--- src/rtl/core/tss_pkg.sv ---
`timescale 1ns / 1ps
// ----------------------------------------------------------------------------
// tss_pkg
// Shared widths, register indexes and structs of the touch sample stabilizer.
// ----------------------------------------------------------------------------
package tss_pkg;

  localparam int WIN_SIZE  = 8;
  localparam int WIN_AW    = $clog2(WIN_SIZE);
  localparam int CHANNELS  = 4;
  localparam int CH_W      = $clog2(CHANNELS);
  localparam int SAMPLE_W  = 12;
  localparam int SUM_W     = SAMPLE_W + WIN_AW;
  localparam int CNT_W     = 9;
  localparam int IGN_W     = 4;
  localparam int RETRY_W   = 8;
  localparam int CFG_AW    = 3;
  localparam int CFG_DW    = 12;
  localparam int TDATA_W   = 16;
  localparam int IN_USER_W = 8;
  localparam int OUT_USER_W = 8;

  localparam logic [CH_W-1:0]  FIRST_PRESSURE_CH = CH_W'(2);
  localparam logic [CNT_W-1:0] WIN_SIZE_CNT      = CNT_W'(WIN_SIZE);

  typedef enum logic [CFG_AW-1:0] {
    CFG_IGNORE_COUNT    = 3'd0,
    CFG_MATCH_TOLERANCE = 3'd1,
    CFG_RETRY_LIMIT     = 3'd2,
    CFG_POSITION_BAND   = 3'd3,
    CFG_PRESSURE_BAND   = 3'd4
  } cfg_idx_t;

  typedef struct packed {
    logic [IGN_W-1:0]    ignore_count;
    logic [SAMPLE_W-1:0] match_tolerance;
    logic [RETRY_W-1:0]  retry_limit;
    logic [SAMPLE_W-1:0] position_band;
    logic [SAMPLE_W-1:0] pressure_band;
  } cfg_t;

  typedef struct packed {
    logic wr;
    logic clr;
  } win_ctrl_t;

  typedef struct packed {
    logic [SAMPLE_W-1:0] mean;
    logic [CNT_W-1:0]    count;
  } win_stat_t;

  typedef struct packed {
    logic                status;
    logic [SAMPLE_W-1:0] value;
    logic                value_valid;
  } result_t;

  function automatic logic [SAMPLE_W-1:0] abs_diff(input logic [SAMPLE_W-1:0] a,
                                                   input logic [SAMPLE_W-1:0] b);
    abs_diff = (a >= b) ? (a - b) : (b - a);
  endfunction

endpackage

--- src/rtl/core/touch_sample_stabilizer.sv ---
`timescale 1ns / 1ps
// ----------------------------------------------------------------------------
// touch_sample_stabilizer
// Steadies touch converter readings over a shared eight-entry sample window.
//
// in_*  : one converter reading per item, channel in in_tuser.
// out_* : one result per input item, in order; status and valid in out_tuser.
// cfg_* : register writes, taken with cfg_we high; the user must make them
// only while idle, which the block does not enforce. An accepted item is held
// in the input register and its result in the output register. Throughput:
// one item per cycle unless a held result stalls; the window's running sum
// makes the mean ready at once; the only loop is the registered state update.
// Reset: registers return to their defaults, counters and last good values
// clear, both channels drop valid. The window itself is not cleared.
// Stall: a held result keeps out_tdata/out_tuser stable; one more item waits
// in the input register, then in_tready drops.
// ----------------------------------------------------------------------------
module touch_sample_stabilizer (
  input  logic                           clk,
  input  logic                           rst_n,
  input  logic                           in_tvalid,
  output logic                           in_tready,
  input  logic [tss_pkg::TDATA_W-1:0]    in_tdata,   // [11:0] sample
  input  logic [tss_pkg::IN_USER_W-1:0]  in_tuser,   // [1:0] channel
  output logic                           out_tvalid,
  input  logic                           out_tready,
  output logic [tss_pkg::TDATA_W-1:0]    out_tdata,  // [11:0] value
  output logic [tss_pkg::OUT_USER_W-1:0] out_tuser,  // [0] status, [1] value_valid
  input  logic                           cfg_we,
  input  logic [tss_pkg::CFG_AW-1:0]     cfg_addr,
  input  logic [tss_pkg::CFG_DW-1:0]     cfg_wdata
);

  tss_pkg::cfg_t                cfg_r;
  logic                         in_valid_r;
  logic [tss_pkg::CH_W-1:0]     in_ch_r;
  logic [tss_pkg::SAMPLE_W-1:0] in_sample_r;
  logic                         out_valid_r;
  tss_pkg::result_t             res_r;
  tss_pkg::result_t             res;
  tss_pkg::win_ctrl_t           win_ctrl;
  tss_pkg::win_stat_t           win_stat;
  logic                         advance;
  logic                         fire;
  logic                         take;

  assign advance   = !out_valid_r || out_tready;
  assign fire      = in_valid_r && advance;
  assign in_tready = !in_valid_r || advance;
  assign take      = in_tvalid && in_tready;

  always_ff @(posedge clk) begin
    if (!rst_n) begin
      cfg_r.ignore_count    <= tss_pkg::IGN_W'(1);
      cfg_r.match_tolerance <= tss_pkg::SAMPLE_W'(1);
      cfg_r.retry_limit     <= tss_pkg::RETRY_W'(8);
      cfg_r.position_band   <= tss_pkg::SAMPLE_W'(12);
      cfg_r.pressure_band   <= tss_pkg::SAMPLE_W'(12);
    end else if (cfg_we) begin
      unique case (cfg_addr)
        tss_pkg::CFG_IGNORE_COUNT:    cfg_r.ignore_count    <= cfg_wdata[tss_pkg::IGN_W-1:0];
        tss_pkg::CFG_MATCH_TOLERANCE: cfg_r.match_tolerance <= cfg_wdata;
        tss_pkg::CFG_RETRY_LIMIT:     cfg_r.retry_limit     <= cfg_wdata[tss_pkg::RETRY_W-1:0];
        tss_pkg::CFG_POSITION_BAND:   cfg_r.position_band   <= cfg_wdata;
        tss_pkg::CFG_PRESSURE_BAND:   cfg_r.pressure_band   <= cfg_wdata;
        default: ;
      endcase
    end
  end

  always_ff @(posedge clk) begin
    if (!rst_n) begin
      in_valid_r <= 1'b0;
    end else if (take) begin
      in_valid_r <= 1'b1;
    end else if (fire) begin
      in_valid_r <= 1'b0;
    end
  end

  always_ff @(posedge clk) begin
    if (take) begin
      in_ch_r     <= in_tuser[tss_pkg::CH_W-1:0];
      in_sample_r <= in_tdata[tss_pkg::SAMPLE_W-1:0];
    end
  end

  tss_window u_window (
    .clk    (clk),
    .rst_n  (rst_n),
    .ctrl   (win_ctrl),
    .sample (in_sample_r),
    .stat   (win_stat)
  );

  tss_decide u_decide (
    .clk     (clk),
    .rst_n   (rst_n),
    .fire    (fire),
    .channel (in_ch_r),
    .sample  (in_sample_r),
    .cfg     (cfg_r),
    .stat    (win_stat),
    .ctrl    (win_ctrl),
    .res     (res)
  );

  always_ff @(posedge clk) begin
    if (!rst_n) begin
      out_valid_r <= 1'b0;
    end else if (fire) begin
      out_valid_r <= 1'b1;
    end else if (out_tready) begin
      out_valid_r <= 1'b0;
    end
  end

  always_ff @(posedge clk) begin
    if (fire) begin
      res_r <= res;
    end
  end

  assign out_tvalid = out_valid_r;
  assign out_tdata  = tss_pkg::TDATA_W'(res_r.value);
  assign out_tuser  = tss_pkg::OUT_USER_W'({res_r.value_valid, res_r.status});

endmodule

--- src/rtl/core/tss_window.sv ---
`timescale 1ns / 1ps
// ----------------------------------------------------------------------------
// tss_window
// Shared sample ring with running sum, write index and sample counter.
// ----------------------------------------------------------------------------
module tss_window (
  input  logic                         clk,
  input  logic                         rst_n,
  input  tss_pkg::win_ctrl_t           ctrl,
  input  logic [tss_pkg::SAMPLE_W-1:0] sample,
  output tss_pkg::win_stat_t           stat
);

  logic [tss_pkg::SAMPLE_W-1:0] window_r [tss_pkg::WIN_SIZE];
  logic [tss_pkg::WIN_AW-1:0]   widx_r, widx_nxt;
  logic [tss_pkg::CNT_W-1:0]    count_r, count_nxt;
  logic [tss_pkg::SUM_W-1:0]    sum_r, sum_nxt;
  logic [tss_pkg::SUM_W-1:0]    drop_val;

  // first pass after a clear overwrites entries that are not in the sum
  assign drop_val = (count_r < tss_pkg::WIN_SIZE_CNT) ? '0
                    : tss_pkg::SUM_W'(window_r[widx_r]);

  always_comb begin
    widx_nxt  = widx_r;
    count_nxt = count_r;
    sum_nxt   = sum_r;
    if (ctrl.clr) begin
      widx_nxt  = '0;
      count_nxt = '0;
      sum_nxt   = '0;
    end else if (ctrl.wr) begin
      widx_nxt  = widx_r + 1'b1;
      count_nxt = count_r + 1'b1;
      sum_nxt   = sum_r + tss_pkg::SUM_W'(sample) - drop_val;
    end
  end

  always_ff @(posedge clk) begin
    if (!rst_n) begin
      widx_r  <= '0;
      count_r <= '0;
      sum_r   <= '0;
    end else begin
      widx_r  <= widx_nxt;
      count_r <= count_nxt;
      sum_r   <= sum_nxt;
    end
  end

  always_ff @(posedge clk) begin
    if (ctrl.wr) begin
      window_r[widx_r] <= sample;
    end
  end

  assign stat.mean  = sum_r[tss_pkg::SUM_W-1:tss_pkg::WIN_AW];
  assign stat.count = count_r;

endmodule

--- src/rtl/core/tss_decide.sv ---
`timescale 1ns / 1ps
// ----------------------------------------------------------------------------
// tss_decide
// Match, hold-band and forced decision with the per-channel last good values.
// ----------------------------------------------------------------------------
module tss_decide (
  input  logic                         clk,
  input  logic                         rst_n,
  input  logic                         fire,
  input  logic [tss_pkg::CH_W-1:0]     channel,
  input  logic [tss_pkg::SAMPLE_W-1:0] sample,
  input  tss_pkg::cfg_t                cfg,
  input  tss_pkg::win_stat_t           stat,
  output tss_pkg::win_ctrl_t           ctrl,
  output tss_pkg::result_t             res
);

  logic [tss_pkg::SAMPLE_W-1:0] last_good_r [tss_pkg::CHANNELS];
  logic [tss_pkg::CHANNELS-1:0] known_r;

  logic [tss_pkg::SAMPLE_W-1:0] band;
  logic [tss_pkg::SAMPLE_W-1:0] lg;
  logic [tss_pkg::RETRY_W-1:0]  rep;
  logic [tss_pkg::CNT_W-1:0]    judge_lim;
  logic [tss_pkg::CNT_W-1:0]    force_lim;
  logic [tss_pkg::CNT_W-1:0]    count_inc;
  logic                         judge;
  logic                         match;
  logic                         force_dec;
  logic                         hold;
  logic                         store;

  assign band      = (channel < tss_pkg::FIRST_PRESSURE_CH) ? cfg.position_band
                                                             : cfg.pressure_band;
  assign lg        = last_good_r[channel];
  assign rep       = (cfg.retry_limit == '0) ? tss_pkg::RETRY_W'(1) : cfg.retry_limit;
  assign judge_lim = tss_pkg::CNT_W'(cfg.ignore_count) + tss_pkg::WIN_SIZE_CNT;
  assign force_lim = judge_lim + tss_pkg::CNT_W'(rep);
  assign count_inc = stat.count + 1'b1;

  assign judge     = stat.count >= judge_lim;
  assign match     = judge &&
                     (tss_pkg::abs_diff(stat.mean, sample) <= cfg.match_tolerance);
  assign force_dec = !match && (count_inc >= force_lim);
  assign hold      = known_r[channel] && (tss_pkg::abs_diff(stat.mean, lg) < band);
  assign store     = fire && match && !hold;

  assign ctrl.wr  = fire && !match;
  assign ctrl.clr = fire && (match || force_dec);

  always_comb begin
    res = '0;
    if (match) begin
      res.status      = 1'b1;
      res.value       = hold ? lg : stat.mean;
      res.value_valid = 1'b1;
    end else if (force_dec) begin
      res.status = 1'b1;
      if (known_r[channel]) begin
        res.value       = hold ? lg : stat.mean;
        res.value_valid = 1'b1;
      end
    end
  end

  always_ff @(posedge clk) begin
    if (!rst_n) begin
      known_r <= '0;
      for (int i = 0; i < tss_pkg::CHANNELS; i++) begin
        last_good_r[i] <= '0;
      end
    end else if (store) begin
      known_r[channel]     <= 1'b1;
      last_good_r[channel] <= stat.mean;
    end
  end

endmodule
--- config.mk ---
export PLATFORM = sky130hd
export DESIGN_NAME = touch_sample_stabilizer
export DESIGN_NICKNAME = d
export VERILOG_FILES = /design/src/rtl/core/tss_pkg.sv /design/src/rtl/core/touch_sample_stabilizer.sv /design/src/rtl/core/tss_window.sv /design/src/rtl/core/tss_decide.sv
export SDC_FILE = /design/constraint.sdc
export NUM_CORES = 1
export LEC_CHECK = 0
export BUFFER_PORTS_ARGS = -buffer_cell sky130_fd_sc_hd__buf_2
export CAP_MARGIN = 20
export CORE_MARGIN = 10
export CORE_UTILIZATION = 65
export CTS_BUF_LIST = sky130_fd_sc_hd__clkbuf_8 sky130_fd_sc_hd__clkbuf_16
export DETAILED_ROUTE_END_ITERATION = 12
export PLACE_DENSITY = 0.84
export SLEW_MARGIN = 20
export SYNTH_ARGS = -nofsm -noshare
export SYNTH_HDL_FRONTEND = slang
export SYNTH_HIERARCHICAL = 1
export SYNTH_SLANG_ARGS = --single-unit
export TNS_END_PERCENT = 20
--- constraint.sdc ---
create_clock -name clk -period 16.3 [get_ports clk]
set_input_delay 1.63 -clock clk [delete_from_list [all_inputs] [get_ports clk]]
set_output_delay 1.63 -clock clk [all_outputs]
set_load 0.05 [all_outputs]
Yosys cells after proc, flatten, opt, wreduce, memory -nomap -nowiden
Memories as Yosys holds them, arrays and structs flattened. A register that Yosys moved wholly into a read port is not among the register bits.
Index checks and enable logic that the tools add are counted.
{"block": "totals", "ff_bits": 109, "mem_bits_rw": 144, "inputBits": 44, "out_inout_bits": 26, "elab_cells": 101, "memories": 2}
{"block": "classes", "add_sub_neg": 10, "order_cmp": 10, "eq_ne": 4, "mux": 29, "bitwise_logic": 2, "n_reduce_logical": 28}
{"memory": "u_window.window_r", "depth": 8, "word_bits": 12, "rd": 1, "rd_ports_with_merged_regs": 1, "wr": 1, "line": "tss_window.sv:14", "rtl": "logic [tss_pkg::SAMPLE_W-1:0] window_r [tss_pkg::WIN_SIZE];"}
{"memory": "u_decide.last_good_r", "depth": 4, "word_bits": 12, "rd": 1, "rd_ports_with_merged_regs": 1, "wr": 4, "line": "tss_decide.sv:18", "rtl": "logic [tss_pkg::SAMPLE_W-1:0] last_good_r [tss_pkg::CHANNELS];"}
{"operator": "2-to-1 mux 12 bit", "n": 6}
{"operator": "subtractor 12 bit", "n": 4}
{"operator": "2-to-1 mux 13 bit", "n": 2}
{"operator": ">= comparator 12 bit", "n": 2}
{"operator": ">= comparator 9 bit", "n": 2}
{"operator": "adder 15 x 12 -> 15 bit", "n": 1}
{"operator": "subtractor 15 bit", "n": 1}
{"operator": "2-to-1 mux 14 bit", "n": 1}
{"operator": "2-to-1 mux 1 bit", "n": 13}
{"operator": "less-or-equal comparator 12 bit", "n": 1}
{"operator": "less-than comparator 12 bit", "n": 1}
{"operator": "OR reduction 12 bit", "n": 1}
{"operator": "logical AND 1 bit", "n": 10}
{"operator": "AND reduction 2 bit", "n": 5}
{"operator": "adder 9 x 1 -> 9 bit (second input constant)", "n": 1}
{"operator": "adder 9 x 8 -> 9 bit", "n": 1}
{"operator": "less-than comparator 9 x 4 -> 1 bit (second input constant)", "n": 1}
{"operator": "zero test 8 bit", "n": 1}
{"operator": "2-to-1 mux 8 bit", "n": 1}
{"operator": "== test 3 x 2 -> 1 bit (second input constant)", "n": 2}
{"operator": "2-to-1 mux 3 bit", "n": 2}
{"operator": "adder 4 x 4 -> 5 bit (second input constant)", "n": 1}
{"operator": "zero test 1 bit", "n": 4}
{"operator": "2-to-1 mux 2 bit", "n": 2}
{"operator": "14 further kinds", "n": 17}

Longest topological paths before layout
{"block": "depth", "ltp_word": 11, "depth_mapped": 26, "depth_no_buf": 23}

By module
Netlist, hierarchy kept.
{"module": "tss_window", "n_inst": 1, "cells_per_inst": 444, "area_per_inst_um2": 5994.5, "seq_area_each_um2": 3483.3}
{"module": "tss_decide", "n_inst": 1, "cells_per_inst": 648, "area_per_inst_um2": 5858.1, "seq_area_each_um2": 1521.5}
{"module": "touch_sample_stabilizer", "n_inst": 1, "cells_per_inst": 224, "area_per_inst_um2": 2831.5, "seq_area_each_um2": 1841.8}

Least setup slack after synthesis
OpenSTA, ideal clock, no wires.
{"block": "synth_path", "path_kind": "flip-flop to flip-flop", "startpoint": "register in_ch_r[0] (netlist bit)", "endpoint": "memory u_decide/last_good_r[2][0] (netlist bit) (enable)", "setup_time_ns": 0.400, "t_arrival_ns": 5.112, "required_time_ns": 15.900, "setup_slack_ns": 10.787, "stages_incl_launch_ff": 20, "path_buffers": 4, "period_less_slack_ns": 5.513, "path_cell_list": "edfxtp_1 > buf_2 > buf_2 > mux4_2 > ha_1 > buf_2 > a21oi_1 > o21ai_1 > a211oi_4 > mux2i_1 > o211ai_2 > a31oi_1 > xnor2_1 > ha_1 > nand4_1 > o2111ai_1 > a21oi_1 > nand2b_1 > buf_4 > o31ai_1"}
{"item": "start: declaration", "line": "touch_sample_stabilizer.sv:36", "rtl": "logic [tss_pkg::CH_W-1:0] in_ch_r;"}
{"item": "start signal: assignment", "line": "touch_sample_stabilizer.sv:83", "rtl": "in_ch_r <= in_tuser[tss_pkg::CH_W-1:0];"}
{"item": "end: declaration", "line": "tss_decide.sv:18"}

==> results.yml <==
clock_tree:
  cts_tree: "done"
  clkTransAtPathRegs_ns: 0.06
  clk_latency_ns: 0.55
  numCtsBuffers: 27
  clk_path_buf_depth: 3
  post_cts_buffers: 0
  cts_root_buf: "clkbuf_16"
  cts_sinks: 256
  cts.htree.levels: 1
  cts_resized: 0
  cts_hold_buf: 0
synth:
  synth_flop_cell: "edfxtp_1"
  syn_inst: 1316
  syn_area_per_cell_um2: 11.2
  async_flop_share: 0
  ys_top_cells_by_count: "172 x edfxtp_1, 119 x inv_1, 106 x ha_1"
  synth_edf_count: 172
  synth-seq-area-share: 0.466
  ys_ff_latch: 256
  yosys_warnings: 6
  syn_area_mm2: 0.0147
  yosys.area.top_type: "edfxtp_1"
  netlist_top_cells_area: "edfxtp_1 35%, dfxtp_1 11%, ha_1 9.0%"
  synth.most_common_cell: "edfxtp_1"
  ys_types: 74
  synth_top_area_frac: 0.352
timing:
  slew_headroom: 0.274
  skew_ns: 0.0338
  slew_viol_final: 0
  period_needed_ns: 6.91
  finalHoldViolCount: 0
  finalSetupViolCount: 0
  rsz0062_at_grt: "no"
  tightest_slew_ns: 1.08
  setup_tns_ns: 0
  post-route-period-util: 0.424
  timing.fmax_mhz: 145
drt:
  routedWlPerCell_um: 20.1
  wirelength_um: 32900
  drtIter0Drc: 697
  drtPass1Iterations: 5
  drtAntennaViolNets: 0
  vias: 9992
  vias_per_cell: 6.11
  drc: 0
floorplanning:
  die_y_um: 170
  start_util: 0.667
  rows: 54
  ios: 70
  dieWidth_um: 170
  core-area_mm2: 0.0220
  die_area_mm2: 0.0290
worst_setup_path:
  cp-start-kind: "flop"
  critPathTopFamily: "compound AO/OA/AOI/OAI gates"
  arrival_ns: 7.19
  path_max_fanout: 56
  timing.critical_path.to_type: "flop"
  cpMostUsedCell: "buf_4"
  path_cells: "buf_4 -> mux4_2 -> ha_1 -> inv_1 -> fa_1 -> nand3_1 -> a311oi_2 -> a211oi_4 -> mux2i_1 -> o211ai_2 -> a31oi_1 -> xnor2_1 -> ha_1 -> nor2b_1 -> o21ai_0 -> o2111ai_1 -> a21oi_1 -> buf_4 -> nand2b_2 -> o21ai_1 -> buf_4"
  crit_buf_inv: 4
  cp.required_ns: 16.58
  max_stage_delay_ns: 0.89
  critPathKind: "flop to flop"
  crit_slowest_cell: "nand2b_2"
finish:
  n_antenna_cell: 0
  final_cell_area_mm2: 0.0159
  area_growth_pct: 8.22
  final_util: 0.721
  layout.nets: 1501
  drive_gt1_frac: 0.124
  fillers: 1479
global_route:
  overflow: 0
  grt_use_total: 0.227
  antenna_found_initial: 0
  grt_pass1_wl_um: 52600
  first_global_vias: 10000
  grt_start_max_net_pins: 60
placement:
  dpl-instance-area_mm2: 0.0150
  gp_congestion: 0.905
  place_hpwl_um: 23000
  numPortBuffers: 49
pwr:
  combPwrFrac: 0.247
  p_int_w: 0.00125
  power_density_mw_per_mm2: 112
  peakVddDrop_uv: 121
  p_sw_frac: 0.300
  power.clock.fraction: 0.338
  p_switching_w: 0.000535
  power_frac_seq: 0.415
  p_leak_nw: 6.25
run_status:
  status: "completed"
min_path:
  worstHoldPathType: "flop to flop"
flow_run:
  drv_cap: 0
[layout make-up]
| cell class | instances | area, um2 | share of cell area |
|---|---|---|---|
| clock buffers | 29 | 703 | 0.0442 |
| clock inverters | 21 | 181 | 0.0114 |
| inverters | 120 | 450 | 0.0283 |
| multi-input cells | 864 | 6990 | 0.440 |
| flip-flops and latches | 256 | 6850 | 0.431 |
| well taps | 280 | 350 | 0.0220 |
| repair buffers | 65 | 373 | 0.0235 |
[kinds of logic (layout without fill, tap and decap cells)]
logic type | count (synthesis) | after routing | synth area share
XOR/XNOR | 43 | 43 | 0.0256
AO/OA/AOI/OAI | 199 | 199 | 0.0905
AND/OR/NAND/NOR | 347 | 347 | 0.112
other | 1 | 10 | 0.000255
adder cells (fa/ha/maj) | 123 | 123 | 0.113
multiplexers | 142 | 142 | 0.129
flip-flops | 256 | 256 | 0.466
buffers and inverters | 205 | 235 | 0.0633
[registers in the layout, summed over array words and instances, names as in the netlist, named ones only]
name	flops
cfg_r	48
in_ch_r	2
in_sample_r	12
in_valid_r	1
out_tdata	12
out_tuser	2
out_tvalid	1
u_decide/known_r	4
u_decide/last_good_r	48
u_window/count_r	9
u_window/sum_r	15
u_window/widx_r	3
u_window/window_r	96
[path summary, 6_finish.rpt]
kind | startpoint | slack (ns) | end | cells past startpoint
worst max-delay path | in_ch_r[1]$_DFFE_PP_ | 9.39 | u_decide/last_good_r[3][7]$_DFFE_PP_ | 21
worst min-delay path | u_decide/known_r[1]$_SDFFE_PN0P_ | 0.46 | u_decide/known_r[1]$_SDFFE_PN0P_ | 2
worst max register to register | in_ch_r[1]$_DFFE_PP_ | 9.39 | u_decide/last_good_r[3][7]$_DFFE_PP_ | 21
worst min register to register | u_decide/known_r[1]$_SDFFE_PN0P_ | 0.46 | u_decide/known_r[1]$_SDFFE_PN0P_ | 2
[worst register-to-register path, cell delays in order, from the launching register on]
cell       delay [ns]
edfxtp_1         0.77
buf_4            0.42
mux4_2           0.29
ha_1             0.17
inv_1            0.06
fa_1             0.41
nand3_1          0.14
a311oi_2         0.15
a211oi_4         0.64
mux2i_1          0.44
o211ai_2         0.15
a31oi_1          0.23
xnor2_1          0.22
ha_1             0.30
nor2b_1          0.13
o21ai_0          0.15
o2111ai_1        0.15
a21oi_1          0.15
buf_4            0.29
nand2b_2         0.89
o21ai_1          0.25
buf_4            0.26
[layout by cell type (no fill, tap or decap), types with 6 or more instances in the layout]
master	Yosys	routed
fa_1	17	17
nor2_1	90	85
nand3_1	24	24
ha_1	106	106
nand2b_1	15	14
nor2b_1	21	20
nor3_1	47	46
dfxtp_1	84	84
edfxtp_1	172	172
o21ai_0	23	23
a21o_1	22	22
or3_1	7	7
mux2i_1	101	101
o21ai_1	11	11
clkbuf_16	0	27
xor2_1	22	22
xnor2_1	21	21
a21oi_1	64	62
mux4_2	37	37
nand4_1	14	14
a31oi_1	6	6
a211oi_1	7	7
buf_4	31	15
o21a_1	13	13
buf_2	22	49
nand2_1	103	103
inv_1	119	129
conb_1	1	10
[power by group through the flow]
stage               Clock, W  Sequential (W)  Combinational (W)
floorplan                  0        0.000741           0.000342
CTS                 0.000610        0.000741           0.000433
finish              0.000603        0.000740           0.000442
global route        0.000636        0.000742           0.000488
detailed placement         0        0.000754           0.000426
global placement           0        0.000752           0.000410
[routing by layer]
metal  vias to the layer above  wire length (um)  GRT usage
li1                       4719                 -          -
met1                      4800             13600      0.290
met2                       398             15800      0.376
met3                        75              2450     0.0449
met4                         0              1100     0.0889
met5                         -                 0          0
[metrics by stage]
stage / hold WS, ns / instances / power (W) / setup WS [ns]
2_1_floorplan: 0.420 / 1325 / 0.00108 / 10.79
3_3_place_gp: 0.431 / 1582 / 0.00116 / 9.54
3_5_place_dp: 0.445 / 1584 / 0.00118 / 9.31
4_1_cts: 0.460 / 1634 / 0.00178 / 9.31
5_1_grt: 0.478 / 1635 / 0.00187 / 8.93
6_report: 0.458 / 1635 / 0.00178 / 9.39
Note: power is estimated with default switching activity, not from simulation.
